[config.mk]
export PLATFORM = sky130hd
export DESIGN_NAME = uart_16550_register_block
export DESIGN_NICKNAME = d
export VERILOG_FILES = /design/src/rtl/uart_rb_pkg.sv /design/src/rtl/uart_rb_front.sv /design/src/rtl/uart_rb_queue.sv /design/src/rtl/uart_rb_back.sv /design/src/rtl/uart_16550_register_block.sv
export SDC_FILE = /design/constraint.sdc
export NUM_CORES = 1
export LEC_CHECK = 0
export BUFFER_PORTS_ARGS = -buffer_cell sky130_fd_sc_hd__buf_2
export CAP_MARGIN = 20
export CORE_MARGIN = 8
export CORE_UTILIZATION = 61
export CTS_CLUSTER_SIZE = 25
export DETAILED_ROUTE_END_ITERATION = 6
export GPL_ROUTABILITY_DRIVEN = 1
export PLACE_DENSITY = 0.79
export SLEW_MARGIN = 20
export SYNTH_ARGS = -nofsm -noshare
export SYNTH_HDL_FRONTEND = slang
export SYNTH_SLANG_ARGS = --single-unit
[constraint.sdc]
create_clock -name clk -period 4.11 [get_ports clk]
set_input_delay 1.233 -clock clk [delete_from_list [all_inputs] [get_ports clk]]
set_output_delay 1.233 -clock clk [all_outputs]
set_load 0.05 [all_outputs]
[src/rtl/uart_rb_pkg.sv]
`default_nettype none
// ----------------------------------------------------------------------------
// uart_rb_pkg
// Shared types, codes and sizes for the 16550-style UART register block.
// ----------------------------------------------------------------------------
package uart_rb_pkg;

  // Receive FIFO sizing.
  localparam int FIFO_DEPTH = 16;
  localparam int PTR_W      = $clog2(FIFO_DEPTH);
  localparam int CNT_W      = $clog2(FIFO_DEPTH + 1);

  // Decoupling queue between the decoder and the execute stage.
  localparam int QUEUE_DEPTH = 2;
  localparam int QUEUE_AW    = (QUEUE_DEPTH > 1) ? $clog2(QUEUE_DEPTH) : 1;
  localparam int QUEUE_CW    = $clog2(QUEUE_DEPTH + 1);

  // Transaction kinds on the input channel.
  localparam logic [1:0] ACT_READ  = 2'd0;
  localparam logic [1:0] ACT_WRITE = 2'd1;
  localparam logic [1:0] ACT_RECV  = 2'd2;

  // Register offsets.
  localparam logic [2:0] REG_RBR = 3'd0;
  localparam logic [2:0] REG_IER = 3'd1;
  localparam logic [2:0] REG_IIR = 3'd2;
  localparam logic [2:0] REG_LCR = 3'd3;
  localparam logic [2:0] REG_MCR = 3'd4;
  localparam logic [2:0] REG_LSR = 3'd5;
  localparam logic [2:0] REG_MSR = 3'd6;
  localparam logic [2:0] REG_SCR = 3'd7;

  // Interrupt identification codes.
  localparam logic [7:0] IIR_NONE = 8'h01;
  localparam logic [7:0] IIR_THRE = 8'h02;
  localparam logic [7:0] IIR_RXDA = 8'h04;

  // Fixed line status bits: transmitter always empty.
  localparam logic [7:0] LSR_TX_EMPTY = 8'h60;

  // Decoded operations handed from the front end to the execute stage.
  typedef logic [3:0] op_t;

  localparam op_t OP_NOP    = 4'd0;
  localparam op_t OP_RD_RBR = 4'd1;
  localparam op_t OP_RD_IER = 4'd2;
  localparam op_t OP_RD_IIR = 4'd3;
  localparam op_t OP_RD_LCR = 4'd4;
  localparam op_t OP_RD_MCR = 4'd5;
  localparam op_t OP_RD_LSR = 4'd6;
  localparam op_t OP_RD_SCR = 4'd7;
  localparam op_t OP_WR_THR = 4'd8;
  localparam op_t OP_WR_IER = 4'd9;
  localparam op_t OP_WR_FCR = 4'd10;
  localparam op_t OP_WR_LCR = 4'd11;
  localparam op_t OP_WR_MCR = 4'd12;
  localparam op_t OP_WR_SCR = 4'd13;
  localparam op_t OP_RECV   = 4'd14;

  // One queued operation with its data byte.
  typedef struct packed {
    op_t        op;
    logic [7:0] data;
  } item_t;

endpackage
`default_nettype wire

[src/rtl/uart_rb_front.sv]
`default_nettype none
// ----------------------------------------------------------------------------
// uart_rb_front
// Classifies an incoming transaction into a register operation and selects
// the data byte that goes with it.
// ----------------------------------------------------------------------------
module uart_rb_front
  import uart_rb_pkg::*;
(
  input  wire logic [1:0] in_action,
  input  wire logic [7:0] in_reg_offset,
  input  wire logic [7:0] in_write_data,
  input  wire logic [7:0] in_rx_byte,
  output item_t           item
);

  logic       offset_ok;
  logic [2:0] reg_sel;

  assign offset_ok = (in_reg_offset[7:3] == 5'd0);
  assign reg_sel   = in_reg_offset[2:0];

  // Decode action and offset. DLAB is resolved later, at execution.
  always_comb begin
    item.op   = OP_NOP;
    item.data = in_write_data;
    case (in_action)
      ACT_READ: begin
        if (offset_ok) begin
          case (reg_sel)
            REG_RBR: item.op = OP_RD_RBR;
            REG_IER: item.op = OP_RD_IER;
            REG_IIR: item.op = OP_RD_IIR;
            REG_LCR: item.op = OP_RD_LCR;
            REG_MCR: item.op = OP_RD_MCR;
            REG_LSR: item.op = OP_RD_LSR;
            REG_SCR: item.op = OP_RD_SCR;
            default: item.op = OP_NOP;
          endcase
        end
      end
      ACT_WRITE: begin
        if (offset_ok) begin
          case (reg_sel)
            REG_RBR: item.op = OP_WR_THR;
            REG_IER: item.op = OP_WR_IER;
            REG_IIR: item.op = OP_WR_FCR;
            REG_LCR: item.op = OP_WR_LCR;
            REG_MCR: item.op = OP_WR_MCR;
            REG_SCR: item.op = OP_WR_SCR;
            default: item.op = OP_NOP;
          endcase
        end
      end
      ACT_RECV: begin
        item.op   = OP_RECV;
        item.data = in_rx_byte;
      end
      default: item.op = OP_NOP;
    endcase
  end

endmodule
`default_nettype wire

[src/rtl/uart_rb_queue.sv]
`default_nettype none
// ----------------------------------------------------------------------------
// uart_rb_queue
// Short FIFO of decoded operations between the front end and the execute
// stage.
// ----------------------------------------------------------------------------
module uart_rb_queue
  import uart_rb_pkg::*;
(
  input  wire logic  clk,
  input  wire logic  rst_n,
  input  wire logic  wr_en,
  input  wire item_t wr_item,
  output logic       full,
  input  wire logic  rd_en,
  output item_t      rd_item,
  output logic       empty
);

  item_t                entry_r [QUEUE_DEPTH];
  logic [QUEUE_AW-1:0]  wr_ptr_r, wr_ptr_nxt;
  logic [QUEUE_AW-1:0]  rd_ptr_r, rd_ptr_nxt;
  logic [QUEUE_CW-1:0]  cnt_r, cnt_nxt;

  assign full    = (cnt_r == QUEUE_CW'(QUEUE_DEPTH));
  assign empty   = (cnt_r == '0);
  assign rd_item = entry_r[rd_ptr_r];

  // Pointer and fill count update.
  always_comb begin
    wr_ptr_nxt = wr_ptr_r;
    rd_ptr_nxt = rd_ptr_r;
    cnt_nxt    = cnt_r;
    if (wr_en) begin
      wr_ptr_nxt = (wr_ptr_r == QUEUE_AW'(QUEUE_DEPTH - 1)) ? '0 : wr_ptr_r + 1'b1;
    end
    if (rd_en) begin
      rd_ptr_nxt = (rd_ptr_r == QUEUE_AW'(QUEUE_DEPTH - 1)) ? '0 : rd_ptr_r + 1'b1;
    end
    if (wr_en && !rd_en) begin
      cnt_nxt = cnt_r + 1'b1;
    end else if (rd_en && !wr_en) begin
      cnt_nxt = cnt_r - 1'b1;
    end
  end

  always_ff @(posedge clk) begin
    if (!rst_n) begin
      wr_ptr_r <= '0;
      rd_ptr_r <= '0;
      cnt_r    <= '0;
    end else begin
      wr_ptr_r <= wr_ptr_nxt;
      rd_ptr_r <= rd_ptr_nxt;
      cnt_r    <= cnt_nxt;
    end
  end

  // Entry storage needs no reset.
  always_ff @(posedge clk) begin
    if (wr_en) begin
      entry_r[wr_ptr_r] <= wr_item;
    end
  end

endmodule
`default_nettype wire

[src/rtl/uart_rb_back.sv]
`default_nettype none
// ----------------------------------------------------------------------------
// uart_rb_back
// Execute stage: holds the UART registers and receive FIFO, carries out one
// operation per cycle unless the output is stalled, and registers the result.
// ----------------------------------------------------------------------------
module uart_rb_back
  import uart_rb_pkg::*;
(
  input  wire logic  clk,
  input  wire logic  rst_n,
  input  wire logic  q_empty,
  input  wire item_t q_item,
  output logic       q_pop,
  output logic       out_valid,
  input  wire logic  out_stall,
  output logic [7:0] out_read_data,
  output logic       out_tx_valid,
  output logic [7:0] out_tx_byte,
  output logic       out_irq_line
);

  // Register file state.
  logic [7:0]       dll_r, dll_nxt;
  logic [7:0]       dlm_r, dlm_nxt;
  logic [3:0]       ier_r, ier_nxt;
  logic [7:0]       lcr_r, lcr_nxt;
  logic [7:0]       mcr_r, mcr_nxt;
  logic [7:0]       scr_r, scr_nxt;
  logic [7:0]       fcr_r, fcr_nxt;
  logic             fifo_on_r, fifo_on_nxt;
  logic [7:0]       hold_r, hold_nxt;
  logic             dr_r, dr_nxt;
  logic             ovr_r, ovr_nxt;
  logic [7:0]       iid_r, iid_nxt;
  logic             rxp_r, rxp_nxt;
  logic             txp_r, txp_nxt;
  logic [CNT_W-1:0] count_r, count_nxt;
  logic [PTR_W-1:0] head_r, head_nxt;

  // Receive FIFO storage.
  logic [7:0]       rx_store_r [FIFO_DEPTH];

  // Output register.
  logic             out_valid_r;
  logic [7:0]       rd_data_r, rd_data_nxt;
  logic             tx_valid_r, tx_valid_nxt;
  logic [7:0]       tx_byte_r, tx_byte_nxt;
  logic             irq_r, irq_nxt;

  // Execution helpers.
  logic             dlab;
  logic [7:0]       d;
  logic [7:0]       store_rdata;
  logic [PTR_W-1:0] head_inc;
  logic [PTR_W:0]   slot_sum;
  logic [PTR_W-1:0] push_slot;
  logic             push_en;
  logic [7:0]       push_byte;
  logic             fifo_full;
  logic             do_refresh;

  // Identification that the current enables and data-ready state call for.
  function automatic logic [7:0] calc_ident(input logic [3:0] ier, input logic dr);
    logic [7:0] code;
    if (ier[0] && dr) begin
      code = IIR_RXDA;
    end else if (ier[1]) begin
      code = IIR_THRE;
    end else begin
      code = IIR_NONE;
    end
    return code;
  endfunction

  assign dlab        = lcr_r[7];
  assign d           = q_item.data;
  assign store_rdata = rx_store_r[head_r];
  assign fifo_full   = (count_r >= CNT_W'(FIFO_DEPTH));
  assign head_inc    = (head_r == PTR_W'(FIFO_DEPTH - 1)) ? '0 : head_r + 1'b1;

  // Tail slot: head plus fill count, wrapped once.
  assign slot_sum  = {1'b0, head_r} + (PTR_W + 1)'(count_r);
  assign push_slot = (slot_sum >= (PTR_W + 1)'(FIFO_DEPTH))
                   ? PTR_W'(slot_sum - (PTR_W + 1)'(FIFO_DEPTH))
                   : PTR_W'(slot_sum);

  // Take the next operation whenever the output register can be loaded.
  assign q_pop = !q_empty && (!out_valid_r || !out_stall);

  // Operation execution.
  always_comb begin
    dll_nxt      = dll_r;
    dlm_nxt      = dlm_r;
    ier_nxt      = ier_r;
    lcr_nxt      = lcr_r;
    mcr_nxt      = mcr_r;
    scr_nxt      = scr_r;
    fcr_nxt      = fcr_r;
    fifo_on_nxt  = fifo_on_r;
    hold_nxt     = hold_r;
    dr_nxt       = dr_r;
    ovr_nxt      = ovr_r;
    iid_nxt      = iid_r;
    rxp_nxt      = rxp_r;
    txp_nxt      = txp_r;
    count_nxt    = count_r;
    head_nxt     = head_r;
    rd_data_nxt  = 8'h00;
    tx_valid_nxt = 1'b0;
    tx_byte_nxt  = 8'h00;
    push_en      = 1'b0;
    push_byte    = d;
    do_refresh   = 1'b0;

    if (q_pop) begin
      case (q_item.op)
        OP_RD_RBR: begin
          if (dlab) begin
            rd_data_nxt = dll_r;
          end else begin
            if (fifo_on_r) begin
              if (count_r != '0) begin
                rd_data_nxt = store_rdata;
                head_nxt    = head_inc;
                count_nxt   = count_r - 1'b1;
                if (count_r == CNT_W'(1)) begin
                  dr_nxt = 1'b0;
                end
              end
            end else begin
              rd_data_nxt = hold_r;
              dr_nxt      = 1'b0;
            end
            ovr_nxt    = 1'b0;
            do_refresh = 1'b1;
          end
        end
        OP_RD_IER: rd_data_nxt = dlab ? dlm_r : {4'h0, ier_r};
        OP_RD_IIR: begin
          rd_data_nxt = iid_r;
          if (iid_r == IIR_RXDA && rxp_r) begin
            rxp_nxt    = 1'b0;
            do_refresh = (calc_ident(ier_r, dr_r) == IIR_NONE);
          end else if (iid_r == IIR_THRE && txp_r) begin
            txp_nxt    = 1'b0;
            do_refresh = (calc_ident(ier_r, dr_r) == IIR_NONE);
          end
        end
        OP_RD_LCR: rd_data_nxt = lcr_r;
        OP_RD_MCR: rd_data_nxt = mcr_r;
        OP_RD_LSR: rd_data_nxt = LSR_TX_EMPTY | {6'd0, ovr_r, dr_r};
        OP_RD_SCR: rd_data_nxt = scr_r;
        OP_WR_THR: begin
          if (dlab) begin
            dll_nxt = d;
          end else begin
            tx_valid_nxt = 1'b1;
            tx_byte_nxt  = d;
            do_refresh   = 1'b1;
          end
        end
        OP_WR_IER: begin
          if (dlab) begin
            dlm_nxt = d;
          end else begin
            ier_nxt    = d[3:0];
            do_refresh = 1'b1;
          end
        end
        OP_WR_FCR: begin
          fcr_nxt     = d;
          fifo_on_nxt = d[0];
          if (d[0] && !fifo_on_r && dr_r) begin
            // Turning the FIFO on moves a waiting holding byte into it.
            if (!fifo_full) begin
              push_en   = 1'b1;
              push_byte = hold_r;
              count_nxt = count_r + 1'b1;
            end
            dr_nxt = (count_nxt != '0);
          end else if (!d[0] && fifo_on_r && count_r != '0) begin
            // Turning it off keeps only the oldest byte.
            hold_nxt  = store_rdata;
            count_nxt = '0;
            head_nxt  = '0;
            dr_nxt    = 1'b1;
          end
          if (d[1]) begin
            count_nxt  = '0;
            head_nxt   = '0;
            dr_nxt     = 1'b0;
            rxp_nxt    = 1'b0;
            do_refresh = 1'b1;
          end
        end
        OP_WR_LCR: lcr_nxt = d;
        OP_WR_MCR: mcr_nxt = d;
        OP_WR_SCR: scr_nxt = d;
        OP_RECV: begin
          if (fifo_on_r && fifo_full) begin
            ovr_nxt = 1'b1;
          end else begin
            if (fifo_on_r) begin
              push_en   = 1'b1;
              count_nxt = count_r + 1'b1;
            end else if (dr_r) begin
              ovr_nxt = 1'b1;
            end else begin
              hold_nxt = d;
            end
            dr_nxt     = 1'b1;
            do_refresh = 1'b1;
          end
        end
        default: begin
        end
      endcase

      // Refresh the interrupt identification from the updated state.
      if (do_refresh) begin
        iid_nxt = calc_ident(ier_nxt, dr_nxt);
        if (iid_nxt == IIR_RXDA) begin
          rxp_nxt = 1'b1;
        end else if (iid_nxt == IIR_THRE) begin
          txp_nxt = 1'b1;
        end else begin
          rxp_nxt = 1'b0;
          txp_nxt = 1'b0;
        end
      end
    end

    irq_nxt = (iid_nxt != IIR_NONE);
  end

  // Control and register state.
  always_ff @(posedge clk) begin
    if (!rst_n) begin
      dll_r       <= '0;
      dlm_r       <= '0;
      ier_r       <= '0;
      lcr_r       <= '0;
      mcr_r       <= '0;
      scr_r       <= '0;
      fcr_r       <= '0;
      fifo_on_r   <= 1'b0;
      hold_r      <= '0;
      dr_r        <= 1'b0;
      ovr_r       <= 1'b0;
      iid_r       <= IIR_NONE;
      rxp_r       <= 1'b0;
      txp_r       <= 1'b0;
      count_r     <= '0;
      head_r      <= '0;
      out_valid_r <= 1'b0;
    end else begin
      dll_r       <= dll_nxt;
      dlm_r       <= dlm_nxt;
      ier_r       <= ier_nxt;
      lcr_r       <= lcr_nxt;
      mcr_r       <= mcr_nxt;
      scr_r       <= scr_nxt;
      fcr_r       <= fcr_nxt;
      fifo_on_r   <= fifo_on_nxt;
      hold_r      <= hold_nxt;
      dr_r        <= dr_nxt;
      ovr_r       <= ovr_nxt;
      iid_r       <= iid_nxt;
      rxp_r       <= rxp_nxt;
      txp_r       <= txp_nxt;
      count_r     <= count_nxt;
      head_r      <= head_nxt;
      out_valid_r <= q_pop ? 1'b1 : (out_valid_r && out_stall);
    end
  end

  // Result payload, loaded with each executed operation.
  always_ff @(posedge clk) begin
    if (q_pop) begin
      rd_data_r  <= rd_data_nxt;
      tx_valid_r <= tx_valid_nxt;
      tx_byte_r  <= tx_byte_nxt;
      irq_r      <= irq_nxt;
    end
  end

  // Receive FIFO write port.
  always_ff @(posedge clk) begin
    if (push_en) begin
      rx_store_r[push_slot] <= push_byte;
    end
  end

  assign out_valid     = out_valid_r;
  assign out_read_data = rd_data_r;
  assign out_tx_valid  = tx_valid_r;
  assign out_tx_byte   = tx_byte_r;
  assign out_irq_line  = irq_r;

  // The FIFO control register is kept but no field of it is read back.
  logic unused_fcr;
  assign unused_fcr = ^fcr_r;

endmodule
`default_nettype wire

[src/rtl/uart_16550_register_block.sv]
`default_nettype none
// ----------------------------------------------------------------------------
// uart_16550_register_block
// 16550-style UART register file with a receive FIFO and interrupt
// identification, driven by a stream of bus reads, bus writes and received
// bytes.
// ----------------------------------------------------------------------------
// Every accepted transaction (bus read, bus write or received byte) yields
// exactly one result transaction carrying read data, an optional transmit
// byte and the interrupt level after that transaction. The block sustains
// one transaction per clock while out_stall is low: the decoder feeds a
// two-entry queue and the execute stage, which owns all registers and the
// receive FIFO, completes one operation per cycle into an output register
// unless the result side stalls. Each transaction is held in a queue entry,
// then in the output register. in_stall rises only when the queue is full
// because the result side is stalled. No clearing pass is needed after reset.
module uart_16550_register_block
  import uart_rb_pkg::*;
(
  input  wire logic       clk,
  input  wire logic       rst_n,
  input  wire logic       in_valid,
  output logic            in_stall,
  input  wire logic [1:0] in_action,
  input  wire logic [7:0] in_reg_offset,
  input  wire logic [7:0] in_write_data,
  input  wire logic [7:0] in_rx_byte,
  output logic            out_valid,
  input  wire logic       out_stall,
  output logic [7:0]      out_read_data,
  output logic            out_tx_valid,
  output logic [7:0]      out_tx_byte,
  output logic            out_irq_line
);

  item_t dec_item;
  item_t q_item;
  logic  q_full;
  logic  q_empty;
  logic  q_pop;
  logic  q_push;

  // Decode the incoming transaction.
  uart_rb_front u_front (
    .in_action     (in_action),
    .in_reg_offset (in_reg_offset),
    .in_write_data (in_write_data),
    .in_rx_byte    (in_rx_byte),
    .item          (dec_item)
  );

  assign in_stall = q_full;
  assign q_push   = in_valid && !q_full;

  // Decouple decoding from execution.
  uart_rb_queue u_queue (
    .clk     (clk),
    .rst_n   (rst_n),
    .wr_en   (q_push),
    .wr_item (dec_item),
    .full    (q_full),
    .rd_en   (q_pop),
    .rd_item (q_item),
    .empty   (q_empty)
  );

  // Execute and register the result.
  uart_rb_back u_back (
    .clk           (clk),
    .rst_n         (rst_n),
    .q_empty       (q_empty),
    .q_item        (q_item),
    .q_pop         (q_pop),
    .out_valid     (out_valid),
    .out_stall     (out_stall),
    .out_read_data (out_read_data),
    .out_tx_valid  (out_tx_valid),
    .out_tx_byte   (out_tx_byte),
    .out_irq_line  (out_irq_line)
  );

endmodule
`default_nettype wire
==> results.yml, run 1 <==
clock_tree:
  ctsResizeCount: 0
  root_buffer: "clkbuf_16"
  clock_latency_ps: 520
  cts.sinks: 254
  htreeDepth: 1
  post_cts_buffers: 0
  hold_buffers: 0
  cts_buffers: 26
  cts_buffer_depth: 3
  cts.clk_slew.worst_paths_ps: 60
  cts_tree: "yes"
pwr:
  ir_drop_uv: 581
  powerDensity_nw_per_um2: 580
  p_int_uw: 5040
  power_frac_seq_pct: 44.1
  p_clk_share_pct: 33.5
  leakage_uw: 0.00426
  p_comb_share_pct: 22.3
  switchingPower_uw: 2270
  p_sw_share_pct: 31.1
global_route:
  antenna_found_initial: 0
  grt_pass1_wl_um: 41200
  grt_max_degree: 42
  grt_usage_pct: 23.6
  grt_pass1_vias: 7445
  gr-total-overflow: 0
sta:
  fin_crit_sh_pct: 83.1
  max_freq_mhz: 293
  slew_headroom_pct: 20.6
  clock_skew_ps: 9.97
  holdWs_ps: 478
  setup_tns_ps: 0
  finalHoldViolCount: 0
  rsz0062_at_grt: "no"
  report.final.slew_viol_count: 0
  final-setup-viol-count: 0
  fin_crit_ps: 3420
  worstMarginPinSlew_ps: 1160
logic_synthesis:
  yosysWarnings: 0
  avgSynthCellArea_um2: 12.9
  synth_enable_flop_cells: 170
  synth.net_count: 896
  yosys_most_used_dff: "edfxtp_1"
  synth_cells: 857
  synth_seq_area_share_pct: 61.4
  ys_types: 78
  yosys_register_bits: 254
  synth_area_um2: 11100
  async_flop_share_pct: 0
layout:
  layout_common_cells: "edfxtp_1 (170), nor2_1 (109), dfxtp_1 (83)"
  largest_register_ffs: 128
  n_fill_cell: 1204
  nets: 960
  syn_to_final_growth_pct: 13.9
  mostFrequentLayoutCell: "edfxtp_1"
  drive_above_1_share_pct: 21.0
  antenna_cells: 0
  final_area_um2: 12600
  top_register: "u_back.rx_store_r"
  finalNonFillerCells: 1170
  reg.largest.list: "u_back.rx_store_r x128, u_queue.entry_r x24"
floorplan:
  design.die.area_um2: 22700
  rows: 49
  die_width_um: 151
  die_y_um: 151
  start_util_pct: 61.8
  num_io_pins: 50
  core_um2: 17900
placement:
  placed_cells: 1121
  io_buffers: 49
  place_area_um2: 11700
  dp_hpwl_um: 17700
  place.gp.congestion: 0.898
outcome:
  outcome: "completed"
drt:
  viasPerCell: 6.51
  drtPass1Iterations: 5
  drc: 0
  wl_um: 26600
  antenna_left: 0
  drtIter0Drc: 855
  avgRoutedWirePerCell_um: 22.7
  vias: 7617
worst_setup_path:
  cp_data_arrival_time_ps: 3570
  critPathKind: "reg -> reg"
  critPathCaptureType: "register"
  start_kind: "register"
  crit_fanout: 24
  required_ps: 4270
flow_run:
  maxCapViolCount: 0
min_path:
  min_path_type: "reg -> reg"
[path summary, 6_finish.rpt]
kind | startpoint | end | slack, ps | depth (start not counted)
hold / removal | u_back.rxp_r$_SDFFE_PN0P_ | u_back.rxp_r$_SDFFE_PN0P_ | 480 | 2
setup / recovery | register | u_back.rx_store_r[0][3]$_DFFE_PP_ | 690 | 6
hold reg to reg | u_back.rxp_r$_SDFFE_PN0P_ | u_back.rxp_r$_SDFFE_PN0P_ | 480 | 2
setup reg to reg | register | u_back.rx_store_r[0][3]$_DFFE_PP_ | 690 | 6
[stage by stage]
stage | util (%) | worst slack, ps | total power (µW)
final | 70.3 | 695 | 7310
after CTS | 70.2 | 666 | 7310
after floorplan | - | 529 | 4340
after global routing | 70.3 | 412 | 7570
after global placement | 65.1 | 482 | 4820
after detailed placement | 65.1 | 282 | 4870
[per-layer routing]
metal / up-vias / global-route usage, % / share of wire (%)
met1: 3697 / 29.7 / 39
met5: - / 0 / 0
met4: 0 / 10.5 / 3.9
li1: 3467 / - / -
met2: 373 / 39.0 / 49
met3: 80 / 4.90 / 8.2
[cell usage after synthesis, drive strengths merged, types with 6 or more instances]
cell type,count,area (µm²)
mux2i,10,100
mux4,40,901
inv,11,41.3
a21oi,42,221
clkbuf,37,139
mux2,8,90.1
nand3,8,40.0
xor2,6,52.6
ha,8,100
dfxtp,84,1680
a211oi,46,345
a221o,6,60.1
edfxtp,170,5100
o21ai,33,169
and2,8,52.6
a221oi,8,70.1
or3,6,37.5
o221ai,7,61.3
nand2,67,251
nand3b,8,60.1
a222oi,6,60.1
nor3,10,55.1
buf,11,62.6
nand2b,10,62.6
nor2,109,409
a22oi,9,72.6
[cells by family (layout without fill, tap and decap cells)]
family	count (synthesis)	after routing	share of synthesized area, %
adder cells (fa/ha/maj)	9	9	1.09
AND/OR/NAND/NOR	263	263	11.5
flip-flops	254	254	61.4
AO/OA/AOI/OAI	203	203	13.1
XOR/XNOR	10	10	0.792
buffers and inverters	60	144	2.23
multiplexers	58	58	9.87
[area by class of cell]
cell class	instances	area, µm²	share of cell area [%]
Timing Repair Buffer	84	520	4.13
Sequential cell	254	6790	53.9
Inverter	12	45.0	0.358
Tap cell	229	287	2.28
Clock inverter	14	170	1.35
Multi-Input combinational cell	543	4050	32.2
Clock buffer	34	733	5.82
[power groups by stage]
stage / combinational (µW) / clock [µW] / sequential (µW)
global route: 1730 / 2590 / 3250
finish: 1630 / 2450 / 3230
detailed placement: 1590 / 0 / 3280
floorplan: 873 / 0 / 3470
CTS: 1590 / 2490 / 3230
global placement: 1550 / 0 / 3270
[critical path, cell delays in order (launching register included)]
cell,delay (ps)
dfxtp_1,760
nand4b_1,260
nand2_1,370
nand2_1,170
nor4_2,480
or3b_1,480
nor2_1,520
Power figures use the tool's default switching activity.
==> inputs of run 2 (changes only) <==
--- a/config.mk
+++ b/config.mk
@@ -8,11 +8,11 @@
 export BUFFER_PORTS_ARGS = -buffer_cell sky130_fd_sc_hd__buf_2
 export CAP_MARGIN = 20
 export CORE_MARGIN = 8
-export CORE_UTILIZATION = 61
+export CORE_UTILIZATION = 55
 export CTS_CLUSTER_SIZE = 25
 export DETAILED_ROUTE_END_ITERATION = 6
 export GPL_ROUTABILITY_DRIVEN = 1
-export PLACE_DENSITY = 0.79
+export PLACE_DENSITY = 0.75
 export SLEW_MARGIN = 20
 export SYNTH_ARGS = -nofsm -noshare
 export SYNTH_HDL_FRONTEND = slang
==> constraint.sdc (replaced) <==
create_clock -name clk -period 2.9 [get_ports clk]
set_input_delay 0.87 -clock clk [delete_from_list [all_inputs] [get_ports clk]]
set_output_delay 0.87 -clock clk [all_outputs]
set_load 0.05 [all_outputs]
==> results.yml, run 2 (synthesis gave the netlist of run 1 again) <==
floorplan:
  core_um2: 20000
  die_width_um: 158
  design.die.area_um2: 24900
  num_io_pins: 50
  start_util_pct: 55.3
  die_y_um: 158
  rows: 52
placement:
  place.gp.congestion: 0.854
  io_buffers: 49
  pre_cts_ws_ps: -52.4
  dp_hpwl_um: 17800
  placed_cells: 1198
drt:
  drc: 0
  avgRoutedWirePerCell_um: 21.3
  antenna_left: 0
  drtPass1Iterations: 6
  vias: 7629
  wl_um: 26600
  viasPerCell: 6.12
  drtIter0Drc: 787
sta:
  fin_crit_ps: 2760
  report.final.slew_viol_count: 0
  slew_headroom_pct: 49.5
  finalHoldViolCount: 0
  final-setup-viol-count: 0
  worstMarginPinSlew_ps: 757
  clock_skew_ps: 10.6
  holdWs_ps: 493
  setup_tns_ps: 0
  fin_crit_sh_pct: 95.1
  rsz0062_at_grt: "no"
  fin_ws_ps: 142
  max_freq_mhz: 363
layout:
  nets: 995
  top_register: "u_back.rx_store_r"
  mostFrequentLayoutCell: "edfxtp_1"
  final_core_util_pct: 65.3
  multiInputGateArea_um2: 4110
  largest_register_ffs: 128
  layout_common_cells: "edfxtp_1 (170), nor2_1 (104), dfxtp_1 (83)"
  n_fill_cell: 1437
  syn_to_final_growth_pct: 18.0
  reg.largest.list: "u_back.rx_store_r x128, u_queue.entry_r x24"
  finalNonFillerCells: 1246
  antenna_cells: 0
  drive_above_1_share_pct: 24.6
  regArea_um2: 6790
global_route:
  grt_pass1_vias: 7645
  grt_util_met3_pct: 3.60
  grt-busiest-layer: "met2"
  use_met2_pct: 36.6
  antenna_found_initial: 0
  grt_usage_pct: 21.9
  grt_use_met1_pct: 27.9
  grt_pass1_wl_um: 41900
  gr-total-overflow: 0
  grt_max_degree: 33
pwr:
  ir_drop_uv: 507
  leakage_uw: 0.00449
  powerDensity_nw_per_um2: 816
worst_setup_path:
  crit_fanout: 16
  max_stage_delay_ps: 610
  cp_data_arrival_time_ps: 2970
  critPathKind: "reg -> reg"
  cp_slowest_cell: "a21oi_2"
  crit_chain: "or3b_1, and2_1, or4_1, buf_4, a21oi_2"
  cpLargestDelayFamily: "simple AND/OR/NAND/NOR gates"
  start_kind: "register"
  required_ps: 3110
  critPathCaptureType: "register"
  path_buf_inv: 1
clock_tree:
  hold_buffers: 0
  htreeDepth: 1
  cts.clk_slew.worst_paths_ps: 60
  cts.sinks: 254
  clock_latency_ps: 520
  root_buffer: "clkbuf_16"
  cts_buffers: 26
  cts_buffer_depth: 3
  post_cts_buffers: 0
  cts_tree: "yes"
flow_run:
  maxCapViolCount: 0
outcome:
  outcome: "completed"
min_path:
  min_path_type: "reg -> reg"
[run 2: changes by cell type in the layout (fill, tap and decap cells not counted), sizes merged]
cell      change
inv           +2
buf          +36
bufinv        +2
clkinv        +2
clkinvlp      -2
clkbuf        -5
[run 2: area by class of cell]
cell class	count	share of cell area, %
Inverter	12	0.345
Sequential cell	254	52.0
Tap cell	270	2.59
Clock buffer	30	5.27
Multi-Input combinational cell	543	31.5
Timing Repair Buffer	119	6.39
Clock inverter	18	1.87
[run 2: path summary, 6_finish.rpt]
| kind | startpoint | to | slack [ps] | cells after the start |
|---|---|---|---|---|
| worst max-delay path | register | u_back.rx_store_r[4][7]$_DFFE_PP_ | 140 | 5 |
| worst min-delay path | u_back.iid_r[6]$_SDFF_PN0_ | u_back.iid_r[6]$_SDFF_PN0_ | 490 | 1 |
| worst max register to register | register | u_back.rx_store_r[4][7]$_DFFE_PP_ | 140 | 5 |
| worst min register to register | u_back.iid_r[6]$_SDFF_PN0_ | u_back.iid_r[6]$_SDFF_PN0_ | 490 | 1 |
[run 2: repair_timing]
item                                    4_1_cts  5_1_grt
endpoints found under the hold margin         0        0
endpoints found under the setup margin        0        8
gates resized for setup                       0        1
[run 2: power by group]
group          switching [µW]  internal [µW]  total, µW  leakage [µW]
clock network            1340           2230       3580      0.000459
registers                 143           4360       4510       0.00224
logic                    1770            788       2550       0.00179
[run 2: metal layers]
layer	share of wire [%]	wire length (µm)
met4	3.7	997
met3	6.7	1790
met2	49	12900
met5	0	0
met1	41	10900
[run 2: per-stage QoR]
step / total power, µW / cell area, µm²
6_report: 10600 / 13000
3_3_place_gp: 7050 / 12100
5_1_grt: 11000 / 13000
4_1_cts: 10700 / 13000
2_1_floorplan: 6200 / 11100
3_5_place_dp: 7090 / 12100
==> inputs of run 3 (changes only) <==
--- a/config.mk
+++ b/config.mk
@@ -12,7 +12,7 @@
 export CTS_CLUSTER_SIZE = 25
 export DETAILED_ROUTE_END_ITERATION = 6
 export GPL_ROUTABILITY_DRIVEN = 1
-export PLACE_DENSITY = 0.75
+export PLACE_DENSITY = 0.86
 export SLEW_MARGIN = 20
 export SYNTH_ARGS = -nofsm -noshare
 export SYNTH_HDL_FRONTEND = slang
==> results.yml, run 3 (synthesis gave the netlist of run 1 again) <==
pwr:
  leakage_uw: 0.00442
  powerDensity_nw_per_um2: 797
  ir_drop_uv: 461
global_route:
  antenna_found_initial: 0
  grt_usage_pct: 22.6
  grt_max_degree: 33
  grt_pass1_vias: 7885
  gr-total-overflow: 0
  grt_util_met3_pct: 4.07
  grt_use_met1_pct: 27.3
  grt_pass1_wl_um: 43200
  grt-busiest-layer: "met2"
  use_met2_pct: 37.5
sta:
  fin_crit_ps: 2880
  clock_skew_ps: 25.1
  final-setup-viol-count: 0
  finalHoldViolCount: 0
  worstMarginPinSlew_ps: 833
  fin_crit_sh_pct: 99.5
  report.final.slew_viol_count: 0
  slew_headroom_pct: 44.0
  max_freq_mhz: 347
clock_tree:
  clock_latency_ps: 540
  cts_buffers: 26
  root_buffer: "clkbuf_16"
  cts.sinks: 254
  cts.clk_slew.worst_paths_ps: 60
  cts_tree: "yes"
  htreeDepth: 1
  cts_buffer_depth: 3
worst_setup_path:
  critPathCaptureType: "register"
  critPathKind: "reg -> reg"
  start_kind: "register"
  crit_fanout: 18
  cp_slowest_cell: "a21oi_2"
  crit_chain: "or3b_1, nand2_1, nand2_1, or4_1, buf_4, a21oi_2"
  path_buf_inv: 1
  required_ps: 3110
  max_stage_delay_ps: 670
  cpLargestDelayFamily: "simple AND/OR/NAND/NOR gates"
  cp_common_cell: "nand2_1"
  cp_data_arrival_time_ps: 3100
drt:
  wl_um: 28000
  avgRoutedWirePerCell_um: 22.5
  vias: 7962
  drc: 0
  antenna_left: 0
  viasPerCell: 6.40
  drtIter0Drc: 977
  drtPass1Iterations: 6
floorplan:
  die_y_um: 158
  num_io_pins: 50
  design.die.area_um2: 24900
  rows: 52
  core_um2: 20000
  start_util_pct: 55.3
  die_width_um: 158
layout:
  syn_to_final_growth_pct: 16.9
  regArea_um2: 6790
  mostFrequentLayoutCell: "edfxtp_1"
  antenna_cells: 0
  n_fill_cell: 1386
  largest_register_ffs: 128
  top_register: "u_back.rx_store_r"
  nets: 993
  multiInputGateArea_um2: 4120
  reg.largest.list: "u_back.rx_store_r x128, u_queue.entry_r x24"
  final_core_util_pct: 64.7
  layout_common_cells: "edfxtp_1 (170), nor2_1 (104), dfxtp_1 (82)"
  final_area_um2: 12900
  drive_above_1_share_pct: 24.4
placement:
  dp_hpwl_um: 18500
  io_buffers: 49
  place.gp.congestion: 0.904
  place_area_um2: 12100
outcome:
  outcome: "completed"
flow_run:
  maxCapViolCount: 0
min_path:
  min_path_type: "reg -> reg"
[run 3: final cells by class]
type / instances / area share [%]
Clock buffer: 38 / 6.03
Clock inverter: 10 / 0.474
Inverter: 12 / 0.349
Multi-Input combinational cell: 543 / 31.8
Sequential cell: 254 / 52.5
Tap cell: 270 / 2.61
Timing Repair Buffer: 117 / 6.14
[run 3: what timing repair did]
action,CTS,global route
hold buffers,0,0
gates resized for setup,0,2
buffers inserted,0,0
setup endpoints to repair,0,128
[run 3: worst register-to-register path: cells and delay by family (launching register included)]
family | cells | cell delay, ps
buf+inv | 1 | 230
flops | 1 | 410
simple gates | 4 | 1250
compound gates | 1 | 680
[run 3: path summary, 6_finish.rpt]
path / startpoint / end / slack [ps] / cells past startpoint
worst max register to register: register / u_back.rx_store_r[2][7]$_DFFE_PP_ / 20 / 6
worst min register to register: u_back.rxp_r$_SDFFE_PN0P_ / u_back.rxp_r$_SDFFE_PN0P_ / 470 / 2
worst min-delay path: u_back.rxp_r$_SDFFE_PN0P_ / u_back.rxp_r$_SDFFE_PN0P_ / 470 / 2
worst max-delay path: register / u_back.rx_store_r[2][7]$_DFFE_PP_ / 20 / 6
[run 3: power by group]
group / internal, µW / switching (µW) / total [µW]
clock network: 1870 / 1360 / 3230
logic: 770 / 1780 / 2550
registers: 4370 / 157 / 4520
[run 3: metrics by stage]
stage	instances	total power [µW]	hold slack, ps	TNS, ps	setup WS [ps]
after floorplan	857	6200	446	-1760	-60.5
after global placement	1196	7010	458	-566	-33.3
after detailed placement	1196	7070	460	-2200	-91.1
after CTS	1244	10300	468	0	11.6
after global routing	1244	10700	503	-629	-57.1
final	1244	10300	471	0	15.7
[run 3: routing by layer]
layer	part of all wire, %	vias to the layer above
met1	37	3846
met4	5.5	0
li1	-	3530
met5	0	-
met3	8.6	118
met2	49	468
